$ cat src/rtl/cpf_pkg.sv
// Shared types, constants and register map of the CRC-protected packet framer.
// No dependencies; every other file in rtl/ imports this package.
package cpf_pkg;

    localparam int SERIAL_BYTES = 12;
    localparam int HDR_LEN      = 9 + SERIAL_BYTES;
    localparam int HDR_IDX_W    = $clog2(HDR_LEN);

    localparam int SERIAL_OFS   = 4;
    localparam int VERSION_OFS  = SERIAL_OFS + SERIAL_BYTES;
    localparam int CMD_HI_OFS   = VERSION_OFS + 1;
    localparam int CMD_LO_OFS   = VERSION_OFS + 2;
    localparam int MODEL_OFS    = VERSION_OFS + 3;
    localparam int ID_OFS       = VERSION_OFS + 4;

    localparam logic [7:0]  START_MARK = 8'h24;
    localparam logic [15:0] CRC_INIT   = 16'hFFFF;
    localparam logic [15:0] CRC_POLY   = 16'hA001;

    localparam int QUEUE_DEPTH = 4;
    localparam int QPTR_W      = $clog2(QUEUE_DEPTH);
    localparam int QCNT_W      = $clog2(QUEUE_DEPTH + 1);

    localparam int PADDR_W = 5;
    localparam int PDATA_W = 64;

    localparam logic MODE_START   = 1'b0;
    localparam logic MODE_PAYLOAD = 1'b1;

    localparam logic [1:0] REG_SERIAL_HIGH = 2'd0;
    localparam logic [1:0] REG_SERIAL_LOW  = 2'd1;
    localparam logic [1:0] REG_VERSION     = 2'd2;
    localparam logic [1:0] REG_MODEL       = 2'd3;

    typedef struct packed {
        logic        mode;
        logic [7:0]  op_type;
        logic [15:0] command;
        logic [7:0]  packet_id;
        logic [15:0] payload_length;
        logic [7:0]  payload_byte;
    } in_item_t;

    typedef struct packed {
        logic [7:0] out_byte;
        logic       last_byte;
    } out_item_t;

    typedef struct packed {
        in_item_t item;
        logic     last;
    } q_entry_t;

    typedef struct packed {
        logic [63:0] serial_high;
        logic [31:0] serial_low;
        logic [7:0]  version;
        logic [7:0]  model;
    } cfg_t;

    typedef enum logic [2:0] {
        BK_IDLE,
        BK_HDR,
        BK_HCRC_HI,
        BK_HCRC_LO,
        BK_PCRC_HI,
        BK_PCRC_LO
    } bk_state_t;

endpackage

$ cat src/rtl/crc_protected_packet_framer_unit.sv
// CRC-protected packet framer, top level.
// Usage: configure the serial number, version and model over the APB port while
// the block is idle, then stream items on the s_ channel (valid/ready). A start
// item (mode 0) produces a header of 9 + SERIAL_BYTES bytes (21 by default)
// followed by its big-endian CRC-16/MODBUS: 23 result transfers. Each payload
// item (mode 1) of an open packet produces its byte; the last one of the packet
// also produces the big-endian payload CRC. Payload with no open packet is
// dropped; a new start abandons an unfinished packet.
// Path: with the back end idle, an accepted item is written into the queue, then
// its first result is loaded into the output register and presented on m_.
// Throughput: one result byte per cycle on m_ while m_ready is high, set by the
// single output serializer; payload streams at one item per cycle, a start
// item holds it for all 23 results; a 4-entry queue separates input and output.
// Reset (aresetn low, synchronous) clears the registers, the queue, the open
// packet state and the output valid flag. When m_ready is low the result is held
// in the output register and input keeps flowing until the queue is full.
// Depends on cpf_pkg, cpf_regs, cpf_front, cpf_queue and cpf_back.
module crc_protected_packet_framer_unit (
    input  logic                          aclk,
    input  logic                          aresetn,
    input  logic                          s_valid,
    output logic                          s_ready,
    input  cpf_pkg::in_item_t             s_data,
    output logic                          m_valid,
    input  logic                          m_ready,
    output cpf_pkg::out_item_t            m_data,
    input  logic                          psel,
    input  logic                          penable,
    input  logic                          pwrite,
    input  logic [cpf_pkg::PADDR_W-1:0]   paddr,
    input  logic [cpf_pkg::PDATA_W-1:0]   pwdata,
    output logic [cpf_pkg::PDATA_W-1:0]   prdata,
    output logic                          pready
);
    import cpf_pkg::*;

    cfg_t     cfg;
    q_entry_t q_wdata;
    q_entry_t q_rdata;
    logic     q_push;
    logic     q_pop;
    logic     q_full;
    logic     q_empty;

    cpf_regs u_regs (
        .aclk    (aclk),
        .aresetn (aresetn),
        .psel    (psel),
        .penable (penable),
        .pwrite  (pwrite),
        .paddr   (paddr),
        .pwdata  (pwdata),
        .prdata  (prdata),
        .pready  (pready),
        .cfg     (cfg)
    );

    cpf_front u_front (
        .aclk    (aclk),
        .aresetn (aresetn),
        .s_valid (s_valid),
        .s_ready (s_ready),
        .s_data  (s_data),
        .q_full  (q_full),
        .q_push  (q_push),
        .q_wdata (q_wdata)
    );

    cpf_queue u_queue (
        .aclk    (aclk),
        .aresetn (aresetn),
        .push    (q_push),
        .wdata   (q_wdata),
        .pop     (q_pop),
        .rdata   (q_rdata),
        .full    (q_full),
        .empty   (q_empty)
    );

    cpf_back u_back (
        .aclk    (aclk),
        .aresetn (aresetn),
        .cfg     (cfg),
        .q_rdata (q_rdata),
        .q_empty (q_empty),
        .q_pop   (q_pop),
        .m_valid (m_valid),
        .m_ready (m_ready),
        .m_data  (m_data)
    );

endmodule

$ cat src/rtl/cpf_regs.sv
// APB-style configuration registers of the packet framer.
// Depends on cpf_pkg for the register map and the cfg_t bundle.
module cpf_regs (
    input  logic                          aclk,
    input  logic                          aresetn,
    input  logic                          psel,
    input  logic                          penable,
    input  logic                          pwrite,
    input  logic [cpf_pkg::PADDR_W-1:0]   paddr,
    input  logic [cpf_pkg::PDATA_W-1:0]   pwdata,
    output logic [cpf_pkg::PDATA_W-1:0]   prdata,
    output logic                          pready,
    output cpf_pkg::cfg_t                 cfg
);
    import cpf_pkg::*;

    cfg_t       cfg_reg;
    logic [1:0] reg_idx;
    logic       wr_en;

    assign pready  = 1'b1;
    assign reg_idx = paddr[PADDR_W-1:PADDR_W-2];
    assign wr_en   = psel && penable && pwrite;
    assign cfg     = cfg_reg;

    always_ff @(posedge aclk) begin
        if (!aresetn) begin
            cfg_reg <= '0;
        end else if (wr_en) begin
            unique case (reg_idx)
                REG_SERIAL_HIGH: cfg_reg.serial_high <= pwdata;
                REG_SERIAL_LOW:  cfg_reg.serial_low  <= pwdata[31:0];
                REG_VERSION:     cfg_reg.version     <= pwdata[7:0];
                REG_MODEL:       cfg_reg.model       <= pwdata[7:0];
                default:         cfg_reg             <= cfg_reg;
            endcase
        end
    end

    always_comb begin
        unique case (reg_idx)
            REG_SERIAL_HIGH: prdata = cfg_reg.serial_high;
            REG_SERIAL_LOW:  prdata = {32'h0, cfg_reg.serial_low};
            REG_VERSION:     prdata = {56'h0, cfg_reg.version};
            REG_MODEL:       prdata = {56'h0, cfg_reg.model};
            default:         prdata = '0;
        endcase
    end

endmodule

$ cat src/rtl/cpf_front.sv
// Front end: accepts input transfers, tracks the open packet and classifies items.
// Depends on cpf_pkg; feeds cpf_queue.
module cpf_front (
    input  logic              aclk,
    input  logic              aresetn,
    input  logic              s_valid,
    output logic              s_ready,
    input  cpf_pkg::in_item_t s_data,
    input  logic              q_full,
    output logic              q_push,
    output cpf_pkg::q_entry_t q_wdata
);
    import cpf_pkg::*;

    logic        open_reg;
    logic        open_next;
    logic [15:0] remain_reg;
    logic [15:0] remain_next;
    logic        accept;

    assign s_ready = !q_full;
    assign accept  = s_valid && s_ready;

    always_comb begin
        open_next     = open_reg;
        remain_next   = remain_reg;
        q_push        = 1'b0;
        q_wdata.item  = s_data;
        q_wdata.last  = 1'b0;
        if (accept) begin
            if (s_data.mode == MODE_START) begin
                q_push      = 1'b1;
                open_next   = (s_data.payload_length != 16'h0);
                remain_next = s_data.payload_length;
            end else if (open_reg) begin
                q_push       = 1'b1;
                q_wdata.last = (remain_reg == 16'h1);
                remain_next  = remain_reg - 16'h1;
                open_next    = (remain_reg != 16'h1);
            end
        end
    end

    always_ff @(posedge aclk) begin
        if (!aresetn) begin
            open_reg   <= 1'b0;
            remain_reg <= 16'h0;
        end else begin
            open_reg   <= open_next;
            remain_reg <= remain_next;
        end
    end

endmodule

$ cat src/rtl/cpf_queue.sv
// Short command queue between front and back end of the packet framer.
// Depends on cpf_pkg for the entry type and depth.
module cpf_queue (
    input  logic              aclk,
    input  logic              aresetn,
    input  logic              push,
    input  cpf_pkg::q_entry_t wdata,
    input  logic              pop,
    output cpf_pkg::q_entry_t rdata,
    output logic              full,
    output logic              empty
);
    import cpf_pkg::*;

    q_entry_t          mem_reg [QUEUE_DEPTH];
    logic [QPTR_W-1:0] wr_ptr_reg;
    logic [QPTR_W-1:0] rd_ptr_reg;
    logic [QCNT_W-1:0] count_reg;
    logic              do_push;
    logic              do_pop;

    assign full    = (count_reg == QCNT_W'(QUEUE_DEPTH));
    assign empty   = (count_reg == '0);
    assign rdata   = mem_reg[rd_ptr_reg];
    assign do_push = push && !full;
    assign do_pop  = pop && !empty;

    always_ff @(posedge aclk) begin
        if (do_push) begin
            mem_reg[wr_ptr_reg] <= wdata;
        end
    end

    always_ff @(posedge aclk) begin
        if (!aresetn) begin
            wr_ptr_reg <= '0;
            rd_ptr_reg <= '0;
            count_reg  <= '0;
        end else begin
            if (do_push) begin
                wr_ptr_reg <= (wr_ptr_reg == QPTR_W'(QUEUE_DEPTH - 1)) ? '0
                              : wr_ptr_reg + QPTR_W'(1);
            end
            if (do_pop) begin
                rd_ptr_reg <= (rd_ptr_reg == QPTR_W'(QUEUE_DEPTH - 1)) ? '0
                              : rd_ptr_reg + QPTR_W'(1);
            end
            if (do_push && !do_pop) begin
                count_reg <= count_reg + QCNT_W'(1);
            end else if (do_pop && !do_push) begin
                count_reg <= count_reg - QCNT_W'(1);
            end
        end
    end

endmodule

$ cat src/rtl/cpf_back.sv
// Back end: serializes headers, payload bytes and CRC-16/MODBUS trailers.
// Depends on cpf_pkg; drains cpf_queue into the registered result channel.
module cpf_back (
    input  logic               aclk,
    input  logic               aresetn,
    input  cpf_pkg::cfg_t      cfg,
    input  cpf_pkg::q_entry_t  q_rdata,
    input  logic               q_empty,
    output logic               q_pop,
    output logic               m_valid,
    input  logic               m_ready,
    output cpf_pkg::out_item_t m_data
);
    import cpf_pkg::*;

    function automatic logic [15:0] crc_update(input logic [15:0] crc_in,
                                               input logic [7:0] b);
        logic [15:0] c;
        c = crc_in ^ {8'h00, b};
        for (int k = 0; k < 8; k++) begin
            c = c[0] ? ((c >> 1) ^ CRC_POLY) : (c >> 1);
        end
        return c;
    endfunction

    function automatic logic [7:0] header_byte(input logic [HDR_IDX_W-1:0] idx,
                                               input in_item_t h, input cfg_t c);
        logic [HDR_IDX_W-1:0] sidx;
        logic [7:0]           b;
        sidx = idx - HDR_IDX_W'(SERIAL_OFS);
        b    = 8'h00;
        priority if (idx == HDR_IDX_W'(0)) begin
            b = START_MARK;
        end else if (idx == HDR_IDX_W'(1)) begin
            b = h.op_type;
        end else if (idx == HDR_IDX_W'(2)) begin
            b = h.payload_length[15:8];
        end else if (idx == HDR_IDX_W'(3)) begin
            b = h.payload_length[7:0];
        end else if (idx < HDR_IDX_W'(VERSION_OFS)) begin
            if (sidx < HDR_IDX_W'(8)) begin
                b = c.serial_high[8 * (7 - int'(sidx)) +: 8];
            end else begin
                b = c.serial_low[8 * (11 - int'(sidx)) +: 8];
            end
        end else if (idx == HDR_IDX_W'(VERSION_OFS)) begin
            b = c.version;
        end else if (idx == HDR_IDX_W'(CMD_HI_OFS)) begin
            b = h.command[15:8];
        end else if (idx == HDR_IDX_W'(CMD_LO_OFS)) begin
            b = h.command[7:0];
        end else if (idx == HDR_IDX_W'(MODEL_OFS)) begin
            b = c.model;
        end else if (idx == HDR_IDX_W'(ID_OFS)) begin
            b = h.packet_id;
        end else begin
            b = 8'h00;
        end
        return b;
    endfunction

    bk_state_t            state_reg;
    bk_state_t            state_next;
    logic [HDR_IDX_W-1:0] idx_reg;
    logic [HDR_IDX_W-1:0] idx_next;
    logic [15:0]          crc_reg;
    logic [15:0]          crc_next;
    in_item_t             hdr_reg;
    in_item_t             hdr_next;
    logic                 m_valid_reg;
    logic                 m_valid_next;
    out_item_t            m_data_reg;
    out_item_t            m_data_next;
    logic                 advance;
    logic [7:0]           hbyte;

    assign advance = !m_valid_reg || m_ready;
    assign m_valid = m_valid_reg;
    assign m_data  = m_data_reg;
    assign hbyte   = header_byte(idx_reg, hdr_reg, cfg);

    always_comb begin
        state_next   = state_reg;
        idx_next     = idx_reg;
        crc_next     = crc_reg;
        hdr_next     = hdr_reg;
        q_pop        = 1'b0;
        m_valid_next = m_valid_reg;
        m_data_next  = m_data_reg;
        if (advance) begin
            m_valid_next          = 1'b1;
            m_data_next.last_byte = 1'b0;
            unique case (state_reg)
                BK_IDLE: begin
                    m_valid_next = !q_empty;
                    if (!q_empty) begin
                        q_pop = 1'b1;
                        if (q_rdata.item.mode == MODE_START) begin
                            hdr_next             = q_rdata.item;
                            m_data_next.out_byte = START_MARK;
                            crc_next             = crc_update(CRC_INIT, START_MARK);
                            idx_next             = HDR_IDX_W'(1);
                            state_next           = BK_HDR;
                        end else begin
                            m_data_next.out_byte = q_rdata.item.payload_byte;
                            crc_next = crc_update(crc_reg, q_rdata.item.payload_byte);
                            if (q_rdata.last) begin
                                state_next = BK_PCRC_HI;
                            end
                        end
                    end
                end
                BK_HDR: begin
                    m_data_next.out_byte = hbyte;
                    crc_next             = crc_update(crc_reg, hbyte);
                    idx_next             = idx_reg + HDR_IDX_W'(1);
                    if (idx_reg == HDR_IDX_W'(HDR_LEN - 1)) begin
                        state_next = BK_HCRC_HI;
                    end
                end
                BK_HCRC_HI: begin
                    m_data_next.out_byte = crc_reg[15:8];
                    state_next           = BK_HCRC_LO;
                end
                BK_HCRC_LO: begin
                    m_data_next.out_byte  = crc_reg[7:0];
                    m_data_next.last_byte = (hdr_reg.payload_length == 16'h0);
                    crc_next              = CRC_INIT;
                    state_next            = BK_IDLE;
                end
                BK_PCRC_HI: begin
                    m_data_next.out_byte = crc_reg[15:8];
                    state_next           = BK_PCRC_LO;
                end
                BK_PCRC_LO: begin
                    m_data_next.out_byte  = crc_reg[7:0];
                    m_data_next.last_byte = 1'b1;
                    crc_next              = CRC_INIT;
                    state_next            = BK_IDLE;
                end
                default: begin
                    m_valid_next = 1'b0;
                    state_next   = BK_IDLE;
                end
            endcase
        end
    end

    always_ff @(posedge aclk) begin
        if (!aresetn) begin
            state_reg <= BK_IDLE;
        end else begin
            state_reg <= state_next;
        end
    end

    always_ff @(posedge aclk) begin
        if (!aresetn) begin
            crc_reg     <= CRC_INIT;
            idx_reg     <= '0;
            m_valid_reg <= 1'b0;
        end else begin
            crc_reg     <= crc_next;
            idx_reg     <= idx_next;
            m_valid_reg <= m_valid_next;
        end
    end

    always_ff @(posedge aclk) begin
        hdr_reg    <= hdr_next;
        m_data_reg <= m_data_next;
    end

endmodule

$ cat config.mk
export PLATFORM = sky130hd
export DESIGN_NAME = crc_protected_packet_framer_unit
export DESIGN_NICKNAME = d
export VERILOG_FILES = /design/src/rtl/cpf_pkg.sv /design/src/rtl/crc_protected_packet_framer_unit.sv /design/src/rtl/cpf_regs.sv /design/src/rtl/cpf_front.sv /design/src/rtl/cpf_queue.sv /design/src/rtl/cpf_back.sv
export SDC_FILE = /design/constraint.sdc
export NUM_CORES = 1
export LEC_CHECK = 0
export ABC_AREA = 1
export BUFFER_PORTS_ARGS = -buffer_cell sky130_fd_sc_hd__buf_2
export CORE_MARGIN = 5
export CORE_UTILIZATION = 56
export DETAILED_ROUTE_END_ITERATION = 10
export PLACE_DENSITY_LB_ADDON = 0.08
export SETUP_SLACK_MARGIN = 0.15
export SYNTH_ARGS = -nofsm -noshare
export SYNTH_HDL_FRONTEND = slang
export SYNTH_HIERARCHICAL = 1
export SYNTH_SLANG_ARGS = --single-unit
$ cat constraint.sdc
create_clock -name aclk -period 8.1 [get_ports aclk]
set_clock_uncertainty 0.2 [all_clocks]
set_input_delay 0.81 -clock aclk [delete_from_list [all_inputs] [get_ports aclk]]
set_output_delay 0.81 -clock aclk [all_outputs]
set_load 0.05 [all_outputs]
After elaboration in Yosys (flattened, before gate mapping)
Memories as Yosys holds them, arrays and structs flattened. A register that Yosys moved wholly into a read port is not among the register bits. Index checks and enable logic that the tools add are counted. Widths: inputs -> output; s select.

Flip-flop bits (word level): 218. Memory bits (writable): 232. Input port bits: 133. Output and inout port bits: 76. Logic and storage cells: 180. Memories: 1.

Add/subtract/negate cells: 9. Order comparisons: 2. Equality and inequality tests: 26. Shift operators: 2. Mux-type cells: 65. Bitwise logic cells: 20. Reductions and logical operators: 36.

Memories: u_queue.mem_reg (depth 4, bits a word 58, rd ports 1, clocked after memory_dff 1, wr ports 1, RTL line cpf_queue.sv:15) `q_entry_t mem_reg [QUEUE_DEPTH];`.

Operator list (number): $mux 16 (20); $pmux 64 s4 (1); $mux 8 (13); $shiftx 64x32->8 (1); $not 2->3 (16); $pmux 16 s3 (1); $pmux 8 s4 (1); $shiftx 32x32->8 (1); $xor 16x8->16 (2); $eq 5x5->1 const B (5); $mux 3 (6); $eq 16x1->1 const B (1); $logic_not 16->1 (1); $ne 16x1->1 const B (1); $reduce_bool 16->1 (1); $sub 16x1->16 const B (1); $mux 1 (13); $pmux 3 s4 (1); $reduce_and 4->1 (3); $eq 5x2->1 const B (2); $mux 5 (2); $pmux 5 s2 (1); $reduce_and 2->1 (5); $eq 3x3->1 const B (3); other kinds (32) (58).

Longest topological paths before layout
Word-level depth: 29. Depth in mapped cells: 36. Mapped depth without buffers: 32.

By module
The synthesis kept the hierarchy.

By module, submodules not included: cpf_queue (times used 1, cells each 633, area an instance 9171.3 um2, seq. area each 7146.9 um2); cpf_back (times used 1, cells each 803, area an instance 5866.9 um2, seq. area each 2212.1 um2); cpf_regs (times used 1, cells each 826, area an instance 5332.6 um2, seq. area each 2242.2 um2); cpf_front (times used 1, cells each 272, area an instance 1714.1 um2, seq. area each 340.3 um2).

Worst setup path before layout
Ideal clock, no wire load.

Path kind: input to register. From: input s_valid. To: memory u_queue/mem_reg[0][0] (netlist bit), enable pin. Arrival time: 3796 ps. Data required time: 7426 ps. Slack: 3630 ps. Stages on the path: 6. Buffers on the path: 0. Path through: inv_1 > nor2_4 > o21ai_4 > inv_2 > nand2_1 > nor2_1.

Cells in the longest elaborated chain, start to end: 5.

RTL lines: start: declaration (RTL line crc_protected_packet_framer_unit.sv:21) `input logic s_valid,`; $logic_and 1x1->1 (RTL line cpf_front.sv:22) `assign accept = s_valid && s_ready;`; $mux 1 (RTL line cpf_front.sv:30) `if (accept) begin`; via q_push (RTL line crc_protected_packet_framer_unit.sv:40) `logic q_push;`; $logic_and 1x1->1 (RTL line cpf_queue.sv:25) `assign do_push = push && !full;`; $mux 1 (RTL line cpf_queue.sv:29) `if (do_push) begin`; $mux 1 (not written as such) (RTL line cpf_queue.sv:30) `mem_reg[wr_ptr_reg] <= wdata;`; end: declaration (RTL line cpf_queue.sv:15).

The timed path passes the listed nets, and every way through them passes these cells.

Final worst setup path
From: register u_back.idx_reg[2]. To: register u_back.crc_reg[0].

Cells in the longest elaborated chain, start to end: 22.

RTL lines: start: declaration (RTL line cpf_back.sv:64) `logic [HDR_IDX_W-1:0] idx_reg;`; start signal: assignment (RTL line cpf_back.sv:164) `idx_reg <= idx_next;`; branches (longest 10 deep; another with $sub 3x5->6); $mux 8 * (RTL line cpf_back.sv:32) `priority if (idx == HDR_IDX_W'(0)) begin`; $xor 16x8->16 * (RTL line cpf_back.sv:19) `c = crc_in ^ {8'h00, b};`; $mux 16 * (6 in series) (RTL line cpf_back.sv:21) `c = c[0] ? ((c >> 1) ^ CRC_POLY) : (c >> 1);`; $not 2->3 (no source line) / $mux 16 (equally long branches); $mux 16 * (2 in series) (RTL line cpf_back.sv:21); $pmux 16 s3 * (RTL line cpf_back.sv:93) `unique case (state_reg)`; end signal: assignment (RTL line cpf_back.sv:163) `crc_reg <= crc_next;`; end: declaration (RTL line cpf_back.sv:66) `logic [15:0] crc_reg;`.

Every way passes the cells marked *. A chain may end at the register's enable or synchronous reset.

==> flow_summary.yaml <==
timing:
  setup_repair_after_global_routing_missed_its_margin: "no"
  maxSlewViolCount: 0
  fin_setup_tns_ps: 0
  setup_viol: 0
  final_hold_viols: 0
  timing.final.ws_setup_ps: 3020
  finalCritPeriodShare_pct: 62.7
  final_period_minus_worst_setup_slack_ps: 5080
  max_frequency_ghz: 0.197
  tightestPinTransition_ps: 1210
  relSlewSlack_pct: 19.2
finish:
  final_layout_net_count: 2768
  flip_flop_count_of_the_largest_register_after_layout: 232
  share_of_post_route_cells_with_drive_strength_above_1_pct: 14.1
  syn2layout_area_growth_pct: 9.77
logic_synthesis:
  synth.cell_area_mm2: 0.0221
  synth.lib_cells_used.distinct: 60
  post_synth_and_or_nand_nor_area_fraction_pct: 23.3
  async_reset_ff_share_pct: 0
  yosysMostFrequentCell: "sky130_fd_sc_hd__nor2_1"
  synth_top_flop_cell: "sky130_fd_sc_hd__edfxtp_1"
  synth_top_family_by_area: "simple AND/OR/NAND/NOR gates"
  post_synth_mux_area_share_pct: 0
  sequential_cell_area_fraction_in_the_yosys_report_pct: 54.1
  synth_edf_count: 289
  avgSynthCellArea_um2: 8.72
  synth-compound-area-share_pct: 10.7
  most_area_hungry_cell_type_in_the_yosys_netlist: "sky130_fd_sc_hd__edfxtp_1"
  netlist.area_leader.share_pct: 39.3
  yosys_warnings: 6
  xor_xnor_share_of_the_synthesized_area_pct: 1.35
  netlist_top_cells_area: "sky130_fd_sc_hd__edfxtp_1 39%, sky130_fd_sc_hd__dfxtp_1 15%, sky130_fd_sc_hd__nor2_1 8.8%"
  synth.top_cells.by_count: "519 x sky130_fd_sc_hd__nor2_1, 400 x sky130_fd_sc_hd__nand2_1, 289 x sky130_fd_sc_hd__edfxtp_1, 209 x sky130_fd_sc_hd__inv_1, 208 x sky130_fd_sc_hd__nand3_1"
  synth_nets: 2685
  post_synth_fa_ha_maj_area_fraction_pct: 1.05
  postSynthRegisterBits: 452
  post_synthesis_cell_count: 2534
placed_design:
  place_congestion: 0.903
  pre_cts_ws_ps: 3080
  portBuffers: 204
  detailedPlacementHpwl_um: 36900
clock_tree:
  hold_buffers: 0
  cts_setup_buffers: 0
  tritoncts_num_sinks: 452
  tritoncts: "done"
  clock-root-buffer: "sky130_fd_sc_hd__clkbuf_16"
  number_of_gates_resized_after_cts: 0
  clockBufferDepth: 3
  depth_of_the_cts_h_tree: 2
  cts.reportedPaths.clkPinSlew_ps: 60
  num_cts_buffers: 48
  worstSkewPairLatency_ps: 600
critical_path:
  worstPathMaxFanout: 14
  critical_path_required_ps: 8350
  crit_path_arrival_time_ps: 5330
  worst_setup_path_end_kind: "register"
  max_stage_delay_ps: 690
  critPathLaunchType: "register"
  crit_path_frequent_cell: "sky130_fd_sc_hd__nand2_1"
  critical-path-slowest-cell: "sky130_fd_sc_hd__dfxtp_1"
  criticalPathCategory: "reg -> reg"
die:
  top_level_ports: 209
  die_area_mm2: 0.0435
  floorplan.die.width_um: 209
  start_util_pct: 56.9
  placeableCoreArea_mm2: 0.0388
  die_h_um: 209
  core.rowCount: 72
detailed_routing:
  route.detailed.wl_per_inst_um: 17.9
  ant_nets: 0
  routed-via-count: 17610
  drt-pass1-iter-count: 6
  initial_drt_markers: 1511
  via_per_instance_ratio: 5.55
  route.detailed.drc: 0
  postRouteWirelength_um: 56800
grt:
  antenna_found_initial: 5
  grt_remaining_overflow: 0
  gr-usage-all-layers_pct: 25.1
  grt_pass1_vias: 16350
  grt_pass1_wl_um: 88500
  grt_start_max_net_pins: 114
run:
  maxCapViolations: 0
pwr:
  cell_area_power_density_mw_per_mm2: 336
  ir_worst_vdd_mv: 0.352
  power.total_mw: 8.14
  leakagePower_nw: 9.80
min_path:
  hp-class: "in -> reg"
run_status:
  outcome: "finished, final reports clean"
-- routing by layer --
metal / part of all wire [%] / up-vias / track usage [%]
met5: 0.099 / - / 0
met2: 46 / 656 / 39.3
met1: 44 / 8295 / 36.7
met3: 7.4 / 95 / 3.84
met4: 2.4 / 8 / 7.54
li1: - / 8556 / -
-- where the power goes --
group / leakage (nW) / internal [mW] / switching, mW
logic: 5.07 / 0.968 / 2.00
registers: 3.97 / 2.85 / 0.162
clock network: 0.757 / 1.26 / 0.908
total: 9.80 / 5.07 / 3.07
-- through the flow --
step	std cells	utilization (%)	instance area, µm²	hold WS [ps]
after CTS	3173	62.4	24200	192
after detailed placement	3085	58.4	22700	279
after global routing	3174	62.4	24200	205
after global placement	3085	58.4	22700	270
final	3174	62.4	24200	226
after floorplan	2534	-	22100	247
-- path summary, 6_finish.rpt --
kind	start	end	slack, ps	cells past startpoint
worst min-delay path	s_data[36]	u_queue/mem_reg[3][37]	230	1
worst max register to register	u_back/idx_reg[2]	u_back/crc_reg[0]	3020	30
worst min register to register	u_front/remain_reg[15]	u_front/remain_reg[15]	290	2
worst max-delay path	u_back/idx_reg[2]	u_back/crc_reg[0]	3020	30
-- worst max-delay path, delay by kind of cell (launching register included) --
kind | cells | cell delay, ps
fa+ha+maj | 2 | 690
simple gates | 26 | 2720
flops | 1 | 690
xor+xnor | 1 | 120
buf+inv | 1 | 530
-- logic make-up after synthesis --
logic type / after synthesis
DFF: 452
buffers and inverters: 414
other: 1
AOI/OAI and AO/OA: 404
xor gates and xnor gates: 28
adders and majority gates: 18
and+or+nand+nor: 1217
-- cells in the final DEF, fill, tap and decap left out, drive strengths merged, types with 2 or more instances in the layout --
| cell | Yosys | layout |
|---|---|---|
| a31oi | 7 | 7 |
| nor4 | 4 | 4 |
| clkbuf | 50 | 69 |
| nand3 | 213 | 213 |
| nor2 | 544 | 544 |
| nand4 | 12 | 12 |
| buf | 138 | 221 |
| nand3b | 3 | 3 |
| o221ai | 6 | 6 |
| o21ai | 205 | 205 |
| o2111ai | 5 | 5 |
| inv | 222 | 224 |
| xor2 | 20 | 20 |
| bufinv | 0 | 3 |
| nand2 | 418 | 418 |
| a21oi | 64 | 64 |
| xnor2 | 8 | 8 |
| a211oi | 6 | 6 |
| nor3 | 15 | 15 |
| dfxtp | 163 | 163 |
| ha | 17 | 17 |
| o211ai | 15 | 15 |
| or2 | 6 | 6 |
| edfxtp | 289 | 289 |
| a22o | 24 | 24 |
| a221oi | 2 | 2 |
| clkinv | 4 | 17 |
| o22ai | 66 | 66 |
-- final cells by class --
| class | count | area [µm²] |
|---|---|---|
| multi-input combinational | 1668 | 8080 |
| clock buffer | 69 | 1340 |
| timing repair buffer | 221 | 1150 |
| tap | 518 | 648 |
| clock inverter | 19 | 211 |
| inverter | 226 | 858 |
| sequential | 452 | 11900 |
| fill | 3292 | 14600 |
| antenna | 1 | 2.50 |
(Power assumes the default switching activity.)
